### src/hdl/fasm_pkg.sv
`timescale 1ns / 1ps
`default_nettype none
// ----------------------------------------------------------------------------
// Frame alive monitor package
// Types, register indexes and helper functions shared by the monitor files.
// ----------------------------------------------------------------------------
package fasm_pkg;

    typedef enum logic [2:0] {
        STATUS_IDLE         = 3'd0,
        STATUS_NO_NEW_FRAME = 3'd1,
        STATUS_INVALID      = 3'd2,
        STATUS_ALIVE_STALE  = 3'd3,
        STATUS_ACCEPTED     = 3'd4
    } status_t;

    localparam int unsigned CFG_INDEX_W = 3;

    localparam logic [CFG_INDEX_W-1:0] CFG_SAFE_STATE_MAX      = 3'd0;
    localparam logic [CFG_INDEX_W-1:0] CFG_SPEED_STATE_MAX     = 3'd1;
    localparam logic [CFG_INDEX_W-1:0] CFG_FRAME_TIMEOUT_LIMIT = 3'd2;
    localparam logic [CFG_INDEX_W-1:0] CFG_INVALID_FRAME_LIMIT = 3'd3;
    localparam logic [CFG_INDEX_W-1:0] CFG_ALIVE_STALE_LIMIT   = 3'd4;

    localparam logic [3:0] SAFE_DECODE_MAX = 4'd3;
    localparam logic [7:0] COUNT_MAX       = 8'hFF;
    localparam logic [3:0] STATE_MAX_RESET = 4'd3;
    localparam logic [7:0] LIMIT_RESET     = 8'd3;

    typedef struct packed {
        logic        frame_valid;
        logic [31:0] frame_seq;
        logic [7:0]  payload_byte0;
        logic [7:0]  payload_byte1;
        logic [7:0]  payload_byte2;
    } frame_item_t;

    typedef struct packed {
        status_t    status;
        logic [3:0] safe_state;
        logic [3:0] speed_state;
        logic       brake_on;
        logic [3:0] event_state;
        logic       ack_pressed;
        logic       message_valid_bit;
        logic [3:0] alive_count;
        logic       fail_safe;
        logic       ack_trigger;
    } result_item_t;

    typedef struct packed {
        logic [3:0] safe_state_max;
        logic [3:0] speed_state_max;
        logic [7:0] frame_timeout_limit;
        logic [7:0] invalid_frame_limit;
        logic [7:0] alive_stale_limit;
    } monitor_cfg_t;

    typedef struct packed {
        logic [31:0] last_sequence;
        logic [7:0]  no_frame_count;
        logic [7:0]  invalid_count;
        logic        alive_seen;
        logic [3:0]  previous_alive;
        logic [7:0]  stale_count;
        logic        ack_seen;
        logic [3:0]  previous_ack;
    } monitor_state_t;

    function automatic logic [7:0] sat_inc(input logic [7:0] value);
        return (value == COUNT_MAX) ? value : value + 8'd1;
    endfunction

endpackage
`default_nettype wire

### src/hdl/fasm_if.sv
`timescale 1ns / 1ps
`default_nettype none
// ----------------------------------------------------------------------------
// Frame alive monitor channels
// Valid/ready channels for frame items, result items and register writes.
// ----------------------------------------------------------------------------
interface fasm_frame_if;
    logic        valid;
    logic        ready;
    logic        frame_valid;
    logic [31:0] frame_seq;
    logic [7:0]  payload_byte0;
    logic [7:0]  payload_byte1;
    logic [7:0]  payload_byte2;

    modport source (
        output valid, frame_valid, frame_seq, payload_byte0, payload_byte1, payload_byte2,
        input  ready
    );
    modport sink (
        input  valid, frame_valid, frame_seq, payload_byte0, payload_byte1, payload_byte2,
        output ready
    );
endinterface

interface fasm_result_if;
    logic       valid;
    logic       ready;
    logic [2:0] status;
    logic [3:0] safe_state;
    logic [3:0] speed_state;
    logic       brake_on;
    logic [3:0] event_state;
    logic       ack_pressed;
    logic       message_valid_bit;
    logic [3:0] alive_count;
    logic       fail_safe;
    logic       ack_trigger;

    modport source (
        output valid, status, safe_state, speed_state, brake_on, event_state,
               ack_pressed, message_valid_bit, alive_count, fail_safe, ack_trigger,
        input  ready
    );
    modport sink (
        input  valid, status, safe_state, speed_state, brake_on, event_state,
               ack_pressed, message_valid_bit, alive_count, fail_safe, ack_trigger,
        output ready
    );
endinterface

interface fasm_cfg_if;
    logic       valid;
    logic       ready;
    logic [2:0] index;
    logic [7:0] data;

    modport source (
        output valid, index, data,
        input  ready
    );
    modport sink (
        input  valid, index, data,
        output ready
    );
endinterface
`default_nettype wire

### src/hdl/fasm_check.sv
`timescale 1ns / 1ps
`default_nettype none
// ----------------------------------------------------------------------------
// Frame alive monitor check
// Evaluates one frame item against the monitor state and registers.
// ----------------------------------------------------------------------------
module fasm_check
    import fasm_pkg::*;
(
    input  frame_item_t    item,
    input  monitor_cfg_t   cfg_regs,
    input  monitor_state_t state,
    output monitor_state_t state_next,
    output result_item_t   result
);

    logic [3:0] raw_safe;
    logic [3:0] raw_speed;
    logic [3:0] alive;
    logic [3:0] ack;
    logic       reserved;
    logic       invalid;
    logic [7:0] no_frame_inc;
    logic [7:0] invalid_inc;
    logic [7:0] stale_new;

    assign raw_safe  = item.payload_byte0[3:0];
    assign raw_speed = item.payload_byte0[7:4];
    assign reserved  = item.payload_byte1[7];
    assign alive     = item.payload_byte2[3:0];
    assign ack       = item.payload_byte2[7:4];
    assign invalid   = reserved || (raw_safe > cfg_regs.safe_state_max)
                       || (raw_speed > cfg_regs.speed_state_max);

    assign no_frame_inc = sat_inc(state.no_frame_count);
    assign invalid_inc  = sat_inc(state.invalid_count);

    always_comb
    begin
        if (!state.alive_seen) begin
            stale_new = 8'd0;
        end else if (alive == state.previous_alive) begin
            stale_new = sat_inc(state.stale_count);
        end else begin
            stale_new = 8'd0;
        end
    end

    always_comb
    begin
        state_next = state;
        result     = '0;
        result.status = STATUS_IDLE;
        if (item.frame_valid) begin
            if (item.frame_seq == state.last_sequence) begin
                state_next.no_frame_count = no_frame_inc;
                result.status    = STATUS_NO_NEW_FRAME;
                result.fail_safe = (no_frame_inc >= cfg_regs.frame_timeout_limit);
            end else begin
                state_next.last_sequence  = item.frame_seq;
                state_next.no_frame_count = 8'd0;
                result.safe_state        = (raw_safe <= SAFE_DECODE_MAX) ? raw_safe : 4'd0;
                result.speed_state       = raw_speed;
                result.brake_on          = item.payload_byte1[0];
                result.event_state       = item.payload_byte1[4:1];
                result.ack_pressed       = item.payload_byte1[5];
                result.message_valid_bit = item.payload_byte1[6];
                result.alive_count       = alive;
                if (invalid) begin
                    state_next.invalid_count = invalid_inc;
                    result.status    = STATUS_INVALID;
                    result.fail_safe = (invalid_inc >= cfg_regs.invalid_frame_limit);
                end else begin
                    state_next.invalid_count  = 8'd0;
                    state_next.alive_seen     = 1'b1;
                    state_next.stale_count    = stale_new;
                    state_next.previous_alive = alive;
                    if (stale_new >= cfg_regs.alive_stale_limit) begin
                        result.status    = STATUS_ALIVE_STALE;
                        result.fail_safe = 1'b1;
                    end else begin
                        result.status           = STATUS_ACCEPTED;
                        result.ack_trigger      = state.ack_seen && (ack != state.previous_ack);
                        state_next.ack_seen     = 1'b1;
                        state_next.previous_ack = ack;
                    end
                end
            end
        end
    end

endmodule
`default_nettype wire

### src/hdl/frame_alive_sequence_monitor_unit.sv
`timescale 1ns / 1ps
`default_nettype none
// ----------------------------------------------------------------------------
// Frame alive sequence monitor
// Checks sequence, content and alive count of periodically sampled frames.
// ----------------------------------------------------------------------------
// The monitor accepts one frame item per clock cycle while a second result
// register is empty and delivers each result item from a result register;
// the second one holds one more item while the result side stalls. Register
// writes are always accepted and must be made while no items are in flight.
module frame_alive_sequence_monitor_unit
    import fasm_pkg::*;
(
    input  wire         clk,
    input  wire         rst_n,
    fasm_frame_if.sink    frame,
    fasm_result_if.source result,
    fasm_cfg_if.sink      cfg
);

    monitor_cfg_t   cfg_reg;
    monitor_cfg_t   cfg_next;
    monitor_state_t state_reg;
    monitor_state_t state_next;
    monitor_state_t check_state_next;
    frame_item_t    item;
    result_item_t   check_result;
    result_item_t   out_reg;
    result_item_t   out_next;
    result_item_t   skid_reg;
    result_item_t   skid_next;
    logic           out_valid_reg;
    logic           out_valid_next;
    logic           skid_valid_reg;
    logic           skid_valid_next;
    logic           accept;
    logic           take;

    assign item.frame_valid   = frame.frame_valid;
    assign item.frame_seq     = frame.frame_seq;
    assign item.payload_byte0 = frame.payload_byte0;
    assign item.payload_byte1 = frame.payload_byte1;
    assign item.payload_byte2 = frame.payload_byte2;

    assign frame.ready = !skid_valid_reg;
    assign cfg.ready   = 1'b1;
    assign accept      = frame.valid && frame.ready;
    assign take        = result.valid && result.ready;

    fasm_check u_check (
        .item       (item),
        .cfg_regs   (cfg_reg),
        .state      (state_reg),
        .state_next (check_state_next),
        .result     (check_result)
    );

    always_comb
    begin
        cfg_next = cfg_reg;
        if (cfg.valid) begin
            unique case (cfg.index)
                CFG_SAFE_STATE_MAX:      cfg_next.safe_state_max      = cfg.data[3:0];
                CFG_SPEED_STATE_MAX:     cfg_next.speed_state_max     = cfg.data[3:0];
                CFG_FRAME_TIMEOUT_LIMIT: cfg_next.frame_timeout_limit = cfg.data;
                CFG_INVALID_FRAME_LIMIT: cfg_next.invalid_frame_limit = cfg.data;
                CFG_ALIVE_STALE_LIMIT:   cfg_next.alive_stale_limit   = cfg.data;
                default:                 cfg_next = cfg_reg;
            endcase
        end
    end

    assign state_next = accept ? check_state_next : state_reg;

    always_comb
    begin
        out_next        = out_reg;
        out_valid_next  = out_valid_reg;
        skid_next       = skid_reg;
        skid_valid_next = skid_valid_reg;
        if (take || !out_valid_reg) begin
            if (skid_valid_reg) begin
                out_next        = skid_reg;
                out_valid_next  = 1'b1;
                skid_valid_next = 1'b0;
            end else begin
                out_next       = check_result;
                out_valid_next = accept;
            end
        end else if (accept) begin
            skid_next       = check_result;
            skid_valid_next = 1'b1;
        end
    end

    always_ff @(posedge clk or negedge rst_n)
    begin
        if (!rst_n) begin
            cfg_reg.safe_state_max      <= STATE_MAX_RESET;
            cfg_reg.speed_state_max     <= STATE_MAX_RESET;
            cfg_reg.frame_timeout_limit <= LIMIT_RESET;
            cfg_reg.invalid_frame_limit <= LIMIT_RESET;
            cfg_reg.alive_stale_limit   <= LIMIT_RESET;
            state_reg      <= '0;
            out_valid_reg  <= 1'b0;
            skid_valid_reg <= 1'b0;
        end else begin
            cfg_reg        <= cfg_next;
            state_reg      <= state_next;
            out_valid_reg  <= out_valid_next;
            skid_valid_reg <= skid_valid_next;
        end
    end

    always_ff @(posedge clk)
    begin
        out_reg  <= out_next;
        skid_reg <= skid_next;
    end

    assign result.valid             = out_valid_reg;
    assign result.status            = out_reg.status;
    assign result.safe_state        = out_reg.safe_state;
    assign result.speed_state       = out_reg.speed_state;
    assign result.brake_on          = out_reg.brake_on;
    assign result.event_state       = out_reg.event_state;
    assign result.ack_pressed       = out_reg.ack_pressed;
    assign result.message_valid_bit = out_reg.message_valid_bit;
    assign result.alive_count       = out_reg.alive_count;
    assign result.fail_safe         = out_reg.fail_safe;
    assign result.ack_trigger       = out_reg.ack_trigger;

    a_skid_behind_out : assert property (@(posedge clk) disable iff (!rst_n)
        skid_valid_reg |-> out_valid_reg)
        else $error("second result register holds an item while the first is empty");

    a_accepted_no_fail : assert property (@(posedge clk) disable iff (!rst_n)
        (out_valid_reg && out_reg.status == STATUS_ACCEPTED) |-> !out_reg.fail_safe)
        else $error("accepted frame reported with fail_safe set");

    a_trigger_on_accept : assert property (@(posedge clk) disable iff (!rst_n)
        (out_valid_reg && out_reg.ack_trigger) |-> (out_reg.status == STATUS_ACCEPTED))
        else $error("ack_trigger raised on a frame that was not accepted");

    a_idle_keeps_state : assert property (@(posedge clk) disable iff (!rst_n)
        (accept && !frame.frame_valid) |=> $stable(state_reg))
        else $error("idle tick changed the monitor state");

    a_stale_fails : assert property (@(posedge clk) disable iff (!rst_n)
        (out_valid_reg && out_reg.status == STATUS_ALIVE_STALE) |-> out_reg.fail_safe)
        else $error("stale frame reported without fail_safe");

endmodule
`default_nettype wire
### src/flat_wrapper.sv
// flat-port wrapper written by rule: the top's interface ports become plain ports
module frame_alive_sequence_monitor_unit_flat import fasm_pkg::*;
  (clk, rst_n, frame_valid, frame_frame_valid, frame_frame_seq, frame_payload_byte0, frame_payload_byte1, frame_payload_byte2, frame_ready, result_valid, result_status, result_safe_state, result_speed_state, result_brake_on, result_event_state, result_ack_pressed, result_message_valid_bit, result_alive_count, result_fail_safe, result_ack_trigger, result_ready, cfg_valid, cfg_index, cfg_data, cfg_ready);
  fasm_frame_if frame_i ();
  fasm_result_if result_i ();
  fasm_cfg_if cfg_i ();
  input  wire clk;
  input  wire rst_n;
  input wire logic [$bits(frame_i.valid)-1:0] frame_valid;
  input wire logic [$bits(frame_i.frame_valid)-1:0] frame_frame_valid;
  input wire logic [$bits(frame_i.frame_seq)-1:0] frame_frame_seq;
  input wire logic [$bits(frame_i.payload_byte0)-1:0] frame_payload_byte0;
  input wire logic [$bits(frame_i.payload_byte1)-1:0] frame_payload_byte1;
  input wire logic [$bits(frame_i.payload_byte2)-1:0] frame_payload_byte2;
  output wire logic [$bits(frame_i.ready)-1:0] frame_ready;
  output wire logic [$bits(result_i.valid)-1:0] result_valid;
  output wire logic [$bits(result_i.status)-1:0] result_status;
  output wire logic [$bits(result_i.safe_state)-1:0] result_safe_state;
  output wire logic [$bits(result_i.speed_state)-1:0] result_speed_state;
  output wire logic [$bits(result_i.brake_on)-1:0] result_brake_on;
  output wire logic [$bits(result_i.event_state)-1:0] result_event_state;
  output wire logic [$bits(result_i.ack_pressed)-1:0] result_ack_pressed;
  output wire logic [$bits(result_i.message_valid_bit)-1:0] result_message_valid_bit;
  output wire logic [$bits(result_i.alive_count)-1:0] result_alive_count;
  output wire logic [$bits(result_i.fail_safe)-1:0] result_fail_safe;
  output wire logic [$bits(result_i.ack_trigger)-1:0] result_ack_trigger;
  input wire logic [$bits(result_i.ready)-1:0] result_ready;
  input wire logic [$bits(cfg_i.valid)-1:0] cfg_valid;
  input wire logic [$bits(cfg_i.index)-1:0] cfg_index;
  input wire logic [$bits(cfg_i.data)-1:0] cfg_data;
  output wire logic [$bits(cfg_i.ready)-1:0] cfg_ready;
  assign frame_i.valid = frame_valid;
  assign frame_i.frame_valid = frame_frame_valid;
  assign frame_i.frame_seq = frame_frame_seq;
  assign frame_i.payload_byte0 = frame_payload_byte0;
  assign frame_i.payload_byte1 = frame_payload_byte1;
  assign frame_i.payload_byte2 = frame_payload_byte2;
  assign frame_ready = frame_i.ready;
  assign result_valid = result_i.valid;
  assign result_status = result_i.status;
  assign result_safe_state = result_i.safe_state;
  assign result_speed_state = result_i.speed_state;
  assign result_brake_on = result_i.brake_on;
  assign result_event_state = result_i.event_state;
  assign result_ack_pressed = result_i.ack_pressed;
  assign result_message_valid_bit = result_i.message_valid_bit;
  assign result_alive_count = result_i.alive_count;
  assign result_fail_safe = result_i.fail_safe;
  assign result_ack_trigger = result_i.ack_trigger;
  assign result_i.ready = result_ready;
  assign cfg_i.valid = cfg_valid;
  assign cfg_i.index = cfg_index;
  assign cfg_i.data = cfg_data;
  assign cfg_ready = cfg_i.ready;
  frame_alive_sequence_monitor_unit u_core (.clk(clk), .rst_n(rst_n), .frame(frame_i), .result(result_i), .cfg(cfg_i));
endmodule
### config.mk
export PLATFORM = sky130hd
export DESIGN_NAME = frame_alive_sequence_monitor_unit_flat
export DESIGN_NICKNAME = d
export VERILOG_FILES = /design/src/hdl/fasm_pkg.sv /design/src/hdl/fasm_if.sv /design/src/hdl/fasm_check.sv /design/src/hdl/frame_alive_sequence_monitor_unit.sv /design/src/flat_wrapper.sv
export SDC_FILE = /design/constraint.sdc
export NUM_CORES = 1
export LEC_CHECK = 0
export BUFFER_PORTS_ARGS = -buffer_cell sky130_fd_sc_hd__buf_2
export CAP_MARGIN = 5
export CORE_MARGIN = 2
export CORE_UTILIZATION = 55
export DETAILED_ROUTE_END_ITERATION = 7
export GPL_ROUTABILITY_DRIVEN = 1
export GPL_TIMING_DRIVEN = 1
export PLACE_DENSITY = 0.81
export SKIP_CTS_REPAIR_TIMING = 1
export SYNTH_ARGS = -nofsm -noshare
export SYNTH_HDL_FRONTEND = slang
export SYNTH_HIERARCHICAL = 1
export SYNTH_SLANG_ARGS = --single-unit
### constraint.sdc
create_clock -name clk -period 8.89 [get_ports clk]
set_input_delay 0 -clock clk [delete_from_list [all_inputs] [get_ports clk]]
set_output_delay 0 -clock clk [all_outputs]
set_load 0.02 [all_outputs]
==> results.md <==
* Status: finished with violations
* Failing checks: hold timing
* Synth Cell Area at 8550 um2
* Clk pin slew, worst setup/hold paths at 0.06 ns
* Hold Vio Cnt, Final at 1
* Die width at 129 um
* Max incr delay on CP at 0.69 ns
* Drt first-iter violations at 291
* Rows at 45
* Worst-path fanout max at 8
* IO Port Bufs at 98
* Routed wire length at 18600 um
* HP Start: frame_payload_byte2[2]
* Worst Hold Class: input port to register
* Vias in the first global route at 5873
* Hold Path Sink: u_core/skid_reg[4]$_DFFE_PP_
* Leading cell types in the layout, fill and taps excluded: 97 x buf_2, 90 x mux2_2, 90 x dfrtp_1
* Achievable clock frequency at 271 MHz
* TritonCTS clock tree: done
* Top_reg_cell synth: dfrtp_1
* Number of flops mapped to enable cells by yosys at 48
* Commonest non-fill, non-tap cell in the layout: buf_2
* Setup-failing EPs final at 0
* Seq/Total Area, Yosys at 0.463
* Post-Syn Area per Cell at 12.4 um2
* Slowest-stage cell, CP: or4_1
* Cells after Synth at 687
* Worst skew pair latency at 0.43 ns
* Clock sinks at 148
* Routability Congestion at 0.884
* Synthesis Warnings at 6
* GRT Overall Usage at 0.224
* P_leak at 0.00459 uW
* Vias/cell at 5.68
* Max-cap violations at 0
* Slew margin rel. at 0.285
* I/O pins at 100
* DR WL/cell at 17.8 um
* Placed Area at 9110 um2
* Antenna fix cells at 0
* Crit end category: register
* Core area at 15200 um2
* Drt pass-1 iters at 5
* R2R Setup Slk at 5.20 ns
* Arrival time of the worst setup path at 4.00 ns
* RR Startpoint: u_core/state_reg[15]$_DFFE_PN0P_
* Dpl ws at 5.27 ns
* Reg2reg path depth at 13
* Fin Setup TNS at 0 ns
* Die Ht at 129 um
* Post-synth cell types at 59
* Peak supply drop at 0.136 mV
* Hold_ws at -0.00675 ns
* CTS root buf: clkbuf_16
* Max Slew Vio Count at 0
* PD cells at 212 nW/um2
* Max FFs per register at 66
* RSZ-0062 raised after global routing: false
* Synth area leader: dfrtp_1
* Final instance area at 10300 um2
* RR Endpoint: u_core/state_reg[0]$_DFFE_PN0P_
* Critical-path cell list: inv_1 -> a22o_1 -> or4_1 -> a31oi_1 -> o21a_1 -> ha_1 -> a21oi_1 -> o21ai_1 -> a31oi_1 -> o21ai_1 -> nor3_4 -> mux2_1 -> mux2_2
* Remaining DRCs at 0
* Crit share post-route at 0.415
* Worst-Margin Slew at 1.07 ns
* Starting Density at 0.562
* Critical Path RT at 9.20 ns
* Final worst slack at 5.20 ns
* Share of flip-flops with an asynchronous set or reset at 0.676
* Worst setup SP type: register
* Htree depth at 4
* Area Overhead vs Synth at 20.5%
* Period minus WS final at 3.69 ns
* Top cells by area, synth: dfrtp_1 26%, edfxtp_1 17%, mux2_2 12%, mux2_4 6.5%, mux2_1 5.5%
* Net count, final at 951
* Largest net degree at the start of global routing at 85
* Routed Antenna Nets at 0
* Hpwl dp at 12300 um
* Hold Crit Depth at 3
* Clock skew at 0.0108 ns
* First-pass GRT wire length at 29100 um
* Max clock buf depth at 2
* Initial antenna violation count at 0
* GRT Residual Overflow at 0
* Die area at 16600 um2
* Post-synth top area share at 0.263
* Routed vias at 5927
* CTS Buf Count at 17
* Synthesized flop and latch total at 148
* Crit Path Class: register to register
* Share of layout cells above drive strength 1 at 0.327
==> through the flow <==
step                      power, uW  std cells  hold WS, ns  utilization
after floorplan                1340        688       -0.296            -
after global placement         1440        948       -0.128        0.599
after detailed placement       1480        948       -0.123        0.599
after CTS                      2170        980       -0.579        0.635
after global routing           2300       1044      0.00373        0.678
final                          2190       1044     -0.00675        0.678
==> critical path: cells and delay by family (launching register included) <==
family          cells  cell delay, ns
compound gates      7            1.25
simple gates        2            1.02
mux                 2            0.63
flops               1            0.37
fa+ha+maj           1            0.24
buf+inv             1            0.07
==> cell usage after synthesis, types with 16 or more instances <==
master,instances
dfrtp_1,90
mux2_2,90
edfxtp_1,48
mux2_1,42
inv_1,39
mux2_4,37
xnor2_1,37
ha_1,35
nor2_1,26
nand2_1,21
nand3_1,17
a21oi_1,16
==> power breakdown <==
| part | switching [uW] | total, uW | leakage [uW] | internal (uW) |
|---|---|---|---|---|
| sequential | 103 | 945 | 0.00169 | 842 |
| clock | 275 | 685 | 0.000270 | 410 |
| combinational | 248 | 555 | 0.00263 | 308 |
| total | 625 | 2180 | 0.00459 | 1560 |
==> routing by layer <==
metal	routed length [um]	track usage
met5	0	0
met4	364	0.0902
met3	862	0.0520
met2	9390	0.381
met1	8010	0.278
==> cells by family (layout without fill, tap and decap cells) <==
| family | Yosys count | after routing | synth area share |
|---|---|---|---|
| compound gates | 76 | 76 | 0.0583 |
| xor+xnor | 47 | 47 | 0.0481 |
| fa+ha+maj | 35 | 35 | 0.0512 |
| buf+inv | 72 | 240 | 0.0442 |
| flops | 148 | 148 | 0.463 |
| mux | 171 | 171 | 0.241 |
| other cells | 2 | 3 | 0.000878 |
| simple gates | 136 | 136 | 0.0934 |
==> how the worst max path moves through the flow <==
stage / from / end / slack (ns) / cells after the start
detailed placement: u_core/state_reg[15]$_DFFE_PN0P_ / u_core/state_reg[0]$_DFFE_PN0P_ / 5.27 / 13
global placement: u_core/state_reg[15]$_DFFE_PN0P_ / u_core/state_reg[2]$_DFFE_PN0P_ / 5.47 / 13
floorplan: u_core/state_reg[15]$_DFFE_PN0P_ / u_core/state_reg[0]$_DFFE_PN0P_ / 5.73 / 14
global route: u_core/state_reg[15]$_DFFE_PN0P_ / u_core/state_reg[0]$_DFFE_PN0P_ / 4.96 / 13
CTS: u_core/state_reg[15]$_DFFE_PN0P_ / u_core/state_reg[0]$_DFFE_PN0P_ / 5.25 / 13
finish: u_core/state_reg[15]$_DFFE_PN0P_ / u_core/state_reg[0]$_DFFE_PN0P_ / 5.20 / 13
==> layout make-up <==
class                           count  area (um2)
Fill cell                        1030        4900
Multi-Input combinational cell    468        4220
Sequential cell                   148        3960
Timing Repair Buffer              169        1190
Clock buffer                       21         440
Tap cell                          188         235
Inverter                           39         146
Clock inverter                     11         113
No activity file was read; power rests on OpenSTA's default activity.
